===== src/hw/rtl/amat_pkg.sv =====
// amat_pkg: shared constants and the cordic arctangent table
// used by the accel moving average tilt core and its sub-units
`timescale 1ns / 1ps
package amat_pkg;
    localparam int WINDOW_DEF       = 16;
    localparam int SAMPLE_BITS_DEF  = 16;
    localparam int CORDIC_STEPS_DEF = 16;
    localparam int TABLE_LEN        = 24;
    localparam int ANGLE_BITS       = 15;
    localparam int AVG_BITS         = 16;
    localparam int HALF_TURN        = 11520;
    localparam int CW               = 36;
    localparam int ZW               = 28;

    function automatic logic [ZW-1:0] atan_entry(input logic [4:0] i);
        logic [ZW-1:0] v;
        begin
            case (i)
                5'd0: v = 28'd2949120;
                5'd1: v = 28'd1740967;
                5'd2: v = 28'd919879;
                5'd3: v = 28'd466945;
                5'd4: v = 28'd234379;
                5'd5: v = 28'd117304;
                5'd6: v = 28'd58666;
                5'd7: v = 28'd29335;
                5'd8: v = 28'd14668;
                5'd9: v = 28'd7334;
                5'd10: v = 28'd3667;
                5'd11: v = 28'd1833;
                5'd12: v = 28'd917;
                5'd13: v = 28'd458;
                5'd14: v = 28'd229;
                5'd15: v = 28'd115;
                5'd16: v = 28'd57;
                5'd17: v = 28'd29;
                5'd18: v = 28'd14;
                5'd19: v = 28'd7;
                5'd20: v = 28'd4;
                5'd21: v = 28'd2;
                5'd22: v = 28'd1;
                default: v = '0;
            endcase
            return v;
        end
    endfunction
endpackage


===== src/hw/rtl/amat_divider.sv =====
// amat_divider: restoring shift-subtract divider, one quotient bit per cycle
// signed sum by unsigned count, truncated toward zero; depends on amat_pkg
`timescale 1ns / 1ps
module amat_divider
    import amat_pkg::*;
#(
    parameter int NUM_BITS = 24,
    parameter int DEN_BITS = 9
)
(
    input  logic                       clk,
    input  logic                       rst_n,
    input  logic                       start,
    input  logic signed [NUM_BITS-1:0] num,
    input  logic        [DEN_BITS-1:0] den,
    output logic                       done,
    output logic signed [NUM_BITS-1:0] quo
);
    localparam int CNT_BITS = $clog2(NUM_BITS + 1);

    logic [NUM_BITS-1:0] q_reg, q_next;
    logic [DEN_BITS:0]   r_reg, r_next;
    logic [DEN_BITS-1:0] d_reg;
    logic                neg_reg;
    logic [CNT_BITS-1:0] cnt_reg, cnt_next;
    logic                busy_reg, busy_next;
    logic [DEN_BITS:0]   trial;

    always_comb
    begin
        q_next    = q_reg;
        r_next    = r_reg;
        cnt_next  = cnt_reg;
        busy_next = busy_reg;
        trial     = {r_reg[DEN_BITS-1:0], q_reg[NUM_BITS-1]};
        if (busy_reg)
        begin
            q_next = {q_reg[NUM_BITS-2:0], 1'b0};
            if (trial >= {1'b0, d_reg})
            begin
                r_next    = trial - {1'b0, d_reg};
                q_next[0] = 1'b1;
            end
            else
            begin
                r_next = trial;
            end
            cnt_next = cnt_reg - 1'b1;
            if (cnt_reg == CNT_BITS'(1))
                busy_next = 1'b0;
        end
    end

    always_ff @(posedge clk or negedge rst_n)
    begin
        if (!rst_n)
        begin
            busy_reg <= 1'b0;
            cnt_reg  <= '0;
            done     <= 1'b0;
        end
        else
        begin
            done <= busy_reg && (cnt_reg == CNT_BITS'(1));
            if (start)
            begin
                busy_reg <= 1'b1;
                cnt_reg  <= CNT_BITS'(NUM_BITS);
            end
            else
            begin
                busy_reg <= busy_next;
                cnt_reg  <= cnt_next;
            end
        end
    end

    always_ff @(posedge clk)
    begin
        if (start)
        begin
            q_reg   <= num[NUM_BITS-1] ? NUM_BITS'(-num) : num;
            r_reg   <= '0;
            d_reg   <= den;
            neg_reg <= num[NUM_BITS-1];
        end
        else
        begin
            q_reg <= q_next;
            r_reg <= r_next;
        end
    end

    assign quo = neg_reg ? -$signed(q_reg) : $signed(q_reg);
endmodule


===== src/hw/rtl/amat_cordic.sv =====
// amat_cordic: vectoring cordic, one micro-rotation per cycle
// gives atan2(n, d) in 1/64 degree; depends on amat_pkg
`timescale 1ns / 1ps
module amat_cordic
    import amat_pkg::*;
#(
    parameter int SAMPLE_BITS  = SAMPLE_BITS_DEF,
    parameter int CORDIC_STEPS = CORDIC_STEPS_DEF
)
(
    input  logic                         clk,
    input  logic                         rst_n,
    input  logic                         start,
    input  logic signed [AVG_BITS-1:0]   num,
    input  logic signed [AVG_BITS-1:0]   den,
    output logic                         done,
    output logic signed [ANGLE_BITS-1:0] angle
);
    localparam int STEPS = (CORDIC_STEPS > TABLE_LEN) ? TABLE_LEN : CORDIC_STEPS;
    localparam int SHIFT = 32 - SAMPLE_BITS;

    logic signed [CW-1:0] x_reg, y_reg;
    logic signed [ZW-1:0] z_reg;
    logic [4:0]           i_reg;
    logic                 busy_reg;
    logic                 zero_reg;
    logic signed [ANGLE_BITS-1:0] zero_ang_reg;
    logic signed [CW-1:0] xs, ys, x0, y0;
    logic signed [ZW-1:0] r;
    logic signed [ZW-1:0] res_next;

    assign xs = x_reg >>> i_reg;
    assign ys = y_reg >>> i_reg;
    assign x0 = CW'(den) <<< SHIFT;
    assign y0 = CW'(num) <<< SHIFT;
    assign r  = (z_reg + ZW'(512)) >>> 10;

    always_comb
    begin
        if (r > ZW'(HALF_TURN))
            res_next = ZW'(HALF_TURN);
        else if (r < -ZW'(HALF_TURN))
            res_next = -ZW'(HALF_TURN);
        else
            res_next = r;
    end

    assign angle = zero_reg ? zero_ang_reg : ANGLE_BITS'(res_next);

    always_ff @(posedge clk or negedge rst_n)
    begin
        if (!rst_n)
        begin
            busy_reg <= 1'b0;
            done     <= 1'b0;
            i_reg    <= '0;
        end
        else
        begin
            done <= 1'b0;
            if (start)
            begin
                i_reg <= '0;
                if (num == '0)
                    done <= 1'b1;
                else
                    busy_reg <= 1'b1;
            end
            else if (busy_reg)
            begin
                i_reg <= i_reg + 1'b1;
                if (i_reg == 5'(STEPS - 1))
                begin
                    busy_reg <= 1'b0;
                    done     <= 1'b1;
                end
            end
        end
    end

    always_ff @(posedge clk)
    begin
        if (start)
        begin
            zero_reg     <= (num == '0);
            zero_ang_reg <= den[AVG_BITS-1] ? ANGLE_BITS'(HALF_TURN) : '0;
            if (den[AVG_BITS-1])
            begin
                x_reg <= -x0;
                y_reg <= -y0;
                z_reg <= num[AVG_BITS-1] ? -ZW'(180 * 65536) : ZW'(180 * 65536);
            end
            else
            begin
                x_reg <= x0;
                y_reg <= y0;
                z_reg <= '0;
            end
        end
        else if (busy_reg)
        begin
            if (!y_reg[CW-1])
            begin
                x_reg <= x_reg + ys;
                y_reg <= y_reg - xs;
                z_reg <= z_reg + $signed(atan_entry(i_reg));
            end
            else
            begin
                x_reg <= x_reg - ys;
                y_reg <= y_reg + xs;
                z_reg <= z_reg - $signed(atan_entry(i_reg));
            end
        end
    end
endmodule


===== src/hw/rtl/accel_moving_average_tilt_core.sv =====
// accel_moving_average_tilt_core: three-axis moving average with tilt angles
// a zero numerator skips its cordic pass and gives 0 or a half turn by the sign of the denominator
// one transaction at a time: no new sample is taken until out_ready accepts the result
// rst_n clears fill count, write position and sums; window memory is not cleared
// uses amat_pkg, amat_divider, amat_cordic
`timescale 1ns / 1ps
module accel_moving_average_tilt_core
    import amat_pkg::*;
#(
    parameter int WINDOW       = WINDOW_DEF,
    parameter int SAMPLE_BITS  = SAMPLE_BITS_DEF,
    parameter int CORDIC_STEPS = CORDIC_STEPS_DEF
)
(
    input  logic                         clk,
    input  logic                         rst_n,
    input  logic                         in_valid,
    output logic                         in_ready,
    input  logic signed [SAMPLE_BITS-1:0] x_sample,
    input  logic signed [SAMPLE_BITS-1:0] y_sample,
    input  logic signed [SAMPLE_BITS-1:0] z_sample,
    output logic                         out_valid,
    input  logic                         out_ready,
    output logic signed [AVG_BITS-1:0]   x_average,
    output logic signed [AVG_BITS-1:0]   y_average,
    output logic signed [AVG_BITS-1:0]   z_average,
    output logic signed [ANGLE_BITS-1:0] roll_angle,
    output logic signed [ANGLE_BITS-1:0] pitch_angle,
    output logic [4:0]                   samples_held
);
    localparam int PB = (WINDOW > 1) ? $clog2(WINDOW) : 1;
    localparam int FB = $clog2(WINDOW + 1);
    localparam int SB = SAMPLE_BITS + FB + 1;

    localparam logic [2:0] S_IDLE  = 3'd0;
    localparam logic [2:0] S_READ  = 3'd1;
    localparam logic [2:0] S_SUM   = 3'd2;
    localparam logic [2:0] S_DIV   = 3'd3;
    localparam logic [2:0] S_ROLL  = 3'd4;
    localparam logic [2:0] S_PITCH = 3'd5;
    localparam logic [2:0] S_OUT   = 3'd6;

    logic [2:0] state_reg;
    logic [3*SAMPLE_BITS-1:0] mem [WINDOW];
    logic [3*SAMPLE_BITS-1:0] old_reg, new_reg;
    logic [PB-1:0] pos_reg;
    logic [FB-1:0] fill_reg;
    logic          full_reg;
    logic signed [SB-1:0] sum_reg [3];
    logic signed [AVG_BITS-1:0] avg_reg [3];
    logic [2:0] div_done;
    logic signed [SB-1:0] quo [3];
    logic div_start, cor_start, cor_done;
    logic signed [AVG_BITS-1:0] cor_num;
    logic signed [ANGLE_BITS-1:0] cor_angle;

    assign in_ready  = (state_reg == S_IDLE);
    assign out_valid = (state_reg == S_OUT);
    assign div_start = (state_reg == S_SUM);
    assign cor_num   = (state_reg == S_PITCH) ? avg_reg[1] : avg_reg[0];

    for (genvar a = 0; a < 3; a++)
    begin : g_div
        amat_divider #(.NUM_BITS(SB), .DEN_BITS(FB)) u_div (
            .clk(clk), .rst_n(rst_n), .start(div_start),
            .num(sum_reg[a]), .den(fill_reg),
            .done(div_done[a]), .quo(quo[a])
        );
    end

    amat_cordic #(.SAMPLE_BITS(SAMPLE_BITS), .CORDIC_STEPS(CORDIC_STEPS)) u_cordic (
        .clk(clk), .rst_n(rst_n), .start(cor_start), .num(cor_num),
        .den(avg_reg[2]), .done(cor_done), .angle(cor_angle)
    );

    logic started_reg;
    assign cor_start = ((state_reg == S_ROLL) || (state_reg == S_PITCH)) && !started_reg;

    always_ff @(posedge clk)
    begin
        if (in_valid && in_ready)
        begin
            mem[pos_reg] <= {z_sample, y_sample, x_sample};
            old_reg      <= mem[pos_reg];
            new_reg      <= {z_sample, y_sample, x_sample};
        end
        if (state_reg == S_DIV && div_done[0])
            for (int a = 0; a < 3; a++)
                avg_reg[a] <= AVG_BITS'(quo[a]);
        if (state_reg == S_ROLL && cor_done)
            roll_angle <= cor_angle;
        if (state_reg == S_PITCH && cor_done)
            pitch_angle <= cor_angle;
    end

    assign x_average    = avg_reg[0];
    assign y_average    = avg_reg[1];
    assign z_average    = avg_reg[2];
    assign samples_held = 5'(fill_reg);

    always_ff @(posedge clk or negedge rst_n)
    begin
        if (!rst_n)
        begin
            state_reg   <= S_IDLE;
            pos_reg     <= '0;
            fill_reg    <= '0;
            full_reg    <= 1'b0;
            started_reg <= 1'b0;
            for (int a = 0; a < 3; a++)
                sum_reg[a] <= '0;
        end
        else
        begin
            case (state_reg)
                S_IDLE:
                begin
                    if (in_valid)
                    begin
                        full_reg <= (fill_reg == FB'(WINDOW));
                        if (fill_reg != FB'(WINDOW))
                            fill_reg <= fill_reg + 1'b1;
                        pos_reg <= (pos_reg == PB'(WINDOW - 1)) ? '0 : pos_reg + 1'b1;
                        state_reg <= S_READ;
                    end
                end
                S_READ:
                begin
                    for (int a = 0; a < 3; a++)
                        sum_reg[a] <= sum_reg[a]
                            + SB'($signed(new_reg[a*SAMPLE_BITS +: SAMPLE_BITS]))
                            - (full_reg ? SB'($signed(old_reg[a*SAMPLE_BITS +: SAMPLE_BITS]))
                                        : SB'(0));
                    state_reg <= S_SUM;
                end
                S_SUM:   state_reg <= S_DIV;
                S_DIV:
                begin
                    if (div_done[0])
                        state_reg <= S_ROLL;
                end
                S_ROLL, S_PITCH:
                begin
                    if (cor_done && started_reg)
                    begin
                        started_reg <= 1'b0;
                        state_reg   <= (state_reg == S_ROLL) ? S_PITCH : S_OUT;
                    end
                    else
                    begin
                        started_reg <= 1'b1;
                    end
                end
                S_OUT:
                begin
                    if (out_ready)
                        state_reg <= S_IDLE;
                end
                default: state_reg <= S_IDLE;
            endcase
        end
    end
endmodule


===== config.mk =====
export PLATFORM = sky130hd
export DESIGN_NAME = accel_moving_average_tilt_core
export DESIGN_NICKNAME = d
export VERILOG_FILES = /design/src/hw/rtl/amat_pkg.sv /design/src/hw/rtl/amat_divider.sv /design/src/hw/rtl/amat_cordic.sv /design/src/hw/rtl/accel_moving_average_tilt_core.sv
export SDC_FILE = /design/constraint.sdc
export NUM_CORES = 2
export LEC_CHECK = 0
export ABC_AREA = 0
export BUFFER_PORTS_ARGS = -buffer_cell sky130_fd_sc_hd__buf_2
export CORE_MARGIN = 8
export CORE_UTILIZATION = 48
export CTS_CLUSTER_SIZE = 28
export DETAILED_ROUTE_END_ITERATION = 10
export GPL_TIMING_DRIVEN = 0
export PLACE_DENSITY = 0.66
export SLEW_MARGIN = 20
export SYNTH_ARGS = -nofsm -noshare
export SYNTH_HDL_FRONTEND = slang
export SYNTH_SLANG_ARGS = --single-unit

===== constraint.sdc =====
create_clock -name clk -period 7.4 [get_ports clk]
set_input_delay 0 -clock clk [delete_from_list [all_inputs] [get_ports clk]]
set_output_delay 0 -clock clk [all_outputs]
set_load 0.05 [all_outputs]

==> reports/metrics.cfg <==
[detailed_routing]
num_vias = 46300
drc = 0
antenna_left = 0
drt-total-wl_um = 206000
drt_pass1_iterations = 9
wl_met2_um = 97100
dr.max_layer_used = met5
vias_per_cell = 6.12
route.met3.wl_um = 17900
wire_per_inst_um = 27.2
met1_length_um = 82600
drt_iter0_markers = 4777

[sta]
hold_violations = 0
slew_viol_final = 0
setup_viol = 0
skew_ns = 0.0488
holdWs_ns = 0.150
rsz0062_at_grt = false
slew_headroom_pct = 20.1
fmax_mhz = 138
worst_pin_slew_ns = 1.19
period_needed_ns = 7.23
fin_crit_sh_pct = 97.7

[critical_path]
cp.arrival_ns = 7.75
cp_max_fo = 10
crit_path_end_kind = flop
cp-start-kind = flop
worstPathRequired_ns = 7.92
critPathKind = reg2reg

[synthesis]
synth_top_area_share_pct = 50.1
avgSynthCellArea_um2 = 13.1
ys.warnings.count = 0
synth_commonest_cells = edfxtp_1 (1118), nand2_1 (390), inv_1 (352)
synth-main-ff-cell = edfxtp_1
synth_area_leaders = edfxtp_1 (50%), mux4_2 (10%), ha_1 (4.0%)
ys_seq_elements = 1239
synth_cell_type_count = 102
synth_top_area_cell = edfxtp_1
syn_area_mm2 = 0.0670
synth_nets = 5472
async_flop_share_pct = 8.56
synth-edff-count = 1118
syn_inst = 5136
synth_most_common_cell = edfxtp_1
yosysSeqAreaShare_pct = 54.5

[placement]
hpwlAfterDp_um = 150000
io_buffers = 136
gp_congestion = 1.03

[floorplan]
ios = 137
die_area_mm2 = 0.152
initial_core_util_pct = 48.2
core_area_mm2 = 0.139
die_x_um = 390
row_count = 137
die_height_um = 390

[clocking]
cts_tree = yes
cts.sinks = 1239
numCtsBuffers = 136
clk_path_buf_depth = 3
cts_root_buf = clkbuf_16
cts_max_level = 4
path_clk_slew_ns = 0.06
clock_latency_ns = 0.80

[job]
drv_cap = 0

[grt]
grt_max_degree = 72
track_usage_pct = 26.4
grt_pass1_vias = 45600
grt_pass1_wl_um = 301000
antenna_found_initial = 12
grt_remaining_overflow = 0

[power]
p_per_area_mw_per_mm2 = 189
vdd_drop_max_uv = 225
power_leakage_nw = 29.0
total_power_w = 0.0145

[hold_path]
min_path_type = in2reg

[final_layout]
largest_reg_flops = 768
drive_gt1_share_pct = 17.1
area_delta_synth_final_pct = 14.2
final_util_pct = 55.0
fin_nets = 5911

[outcome]
status = complete, no violations

[final timing paths]
kind,startpoint,to,slack [ns],cells past startpoint
max in group asynchronous,rst_n,sum_reg[57],6.68,4
min in group asynchronous,rst_n,samples_held[1],0.27,4
max,u_cordic.y_reg[35],u_cordic.z_reg[26],0.17,16
min,y_sample[8],new_reg[24],0.15,2
max reg2reg,u_cordic.y_reg[35],u_cordic.z_reg[26],0.17,16
min reg2reg,g_div[0].u_div.r_reg[4],g_div[0].u_div.r_reg[4],0.47,2
[repair_timing]
item,in CTS,in global routing
hold buffers,53,0
cloned,0,0
setup buffers,2,6
gates resized for setup,14,22
endpoints found under the setup margin,25,21
endpoints found under the hold margin,925,0
pin swaps,1,3
[per-layer routing]
metal  track usage [%]  vias up
li1                  -    20300
met1              35.1    23200
met2              43.4     2301
met3              5.05      484
met4              9.91        6
met5                 0        -
[cell usage in the layout (no fill, tap or decap), types with 25 or more instances in the layout]
cell type      instances
a211oi_1              41
a21o_1                69
a21oi_1              220
a31oi_1               43
and2_1                70
and3_1                33
buf_1                 27
buf_2                184
buf_4                 62
buf_6                 26
clkbuf_1             161
clkbuf_16            137
dfrtp_1              106
dlygate4sd3_1         52
edfxtp_1            1118
fa_1                  69
ha_1                 215
inv_1                352
mux2_2                54
mux2i_1               79
mux4_2               305
nand2_1              390
nand2b_1              50
nand3_1               85
nand4_1               25
nor2_1               287
nor2b_1               30
nor3_1                85
o211ai_1              30
o21a_1                30
o21ai_0              290
o22ai_1               28
o31ai_1               53
or3_1                 38
xnor2_1              229
xor2_1               131
[layout make-up]
cell class,instances,area (um^2)
fillers,11400,62500
well taps,1876,2350
flip-flops and latches,1239,36500
clock buffers,173,3570
diodes,6,15.0
inverters,355,1330
plain buffers,231,1190
clock inverters,76,892
repair buffers,303,2390
multi-input cells,3309,28300
[through the flow]
| stage | setup TNS [ns] | setup slack [ns] | std cells | instance area [um^2] |
|---|---|---|---|---|
| CTS | -0.00833 | -0.00833 | 7556 | 76400 |
| finish | 0 | 0.171 | 7568 | 76500 |
| floorplan | 0 | 0.385 | 5136 | 67000 |
| detailed placement | -7.68 | -0.667 | 7252 | 71300 |
| global route | 0 | 0.0101 | 7564 | 76500 |
| global placement | -2643.57 | -5.67 | 7148 | 70100 |
[worst max-delay path: stages, from the launching register on]
cell,delay (ns)
edfxtp_1,0.64
clkbuf_1,0.73
buf_2,0.41
clkbuf_1,0.72
clkbuf_1,0.88
mux2i_1,0.33
fa_1,0.50
a21oi_1,0.28
o2111ai_1,0.24
a41oi_1,0.58
o221ai_1,0.27
o221ai_1,0.29
nor2_1,0.08
a2111oi_1,0.58
a21oi_1,0.19
xnor2_1,0.15
o21ai_0,0.08
[report_power, final]
group	switching (W)	internal (W)	leakage, nW
clock network	0.00297	0.00380	2.14
registers	0	0.00760	11.7
logic	0.0000822	0.0000314	15.2
[cells by family (layout without fill, tap and decap cells)]
logic type	Yosys count	after routing	share of synthesized area [%]
adder cells (fa/ha/maj)	284	284	6.07
other	0	6	0
buffers and inverters	588	1138	3.71
XOR/XNOR	360	360	4.70
flip-flops	1239	1239	54.5
AND/OR/NAND/NOR	1217	1217	8.80
multiplexers	448	448	12.7
AO/OA/AOI/OAI	1000	1000	9.55
Power figures use the tool's default switching activity.
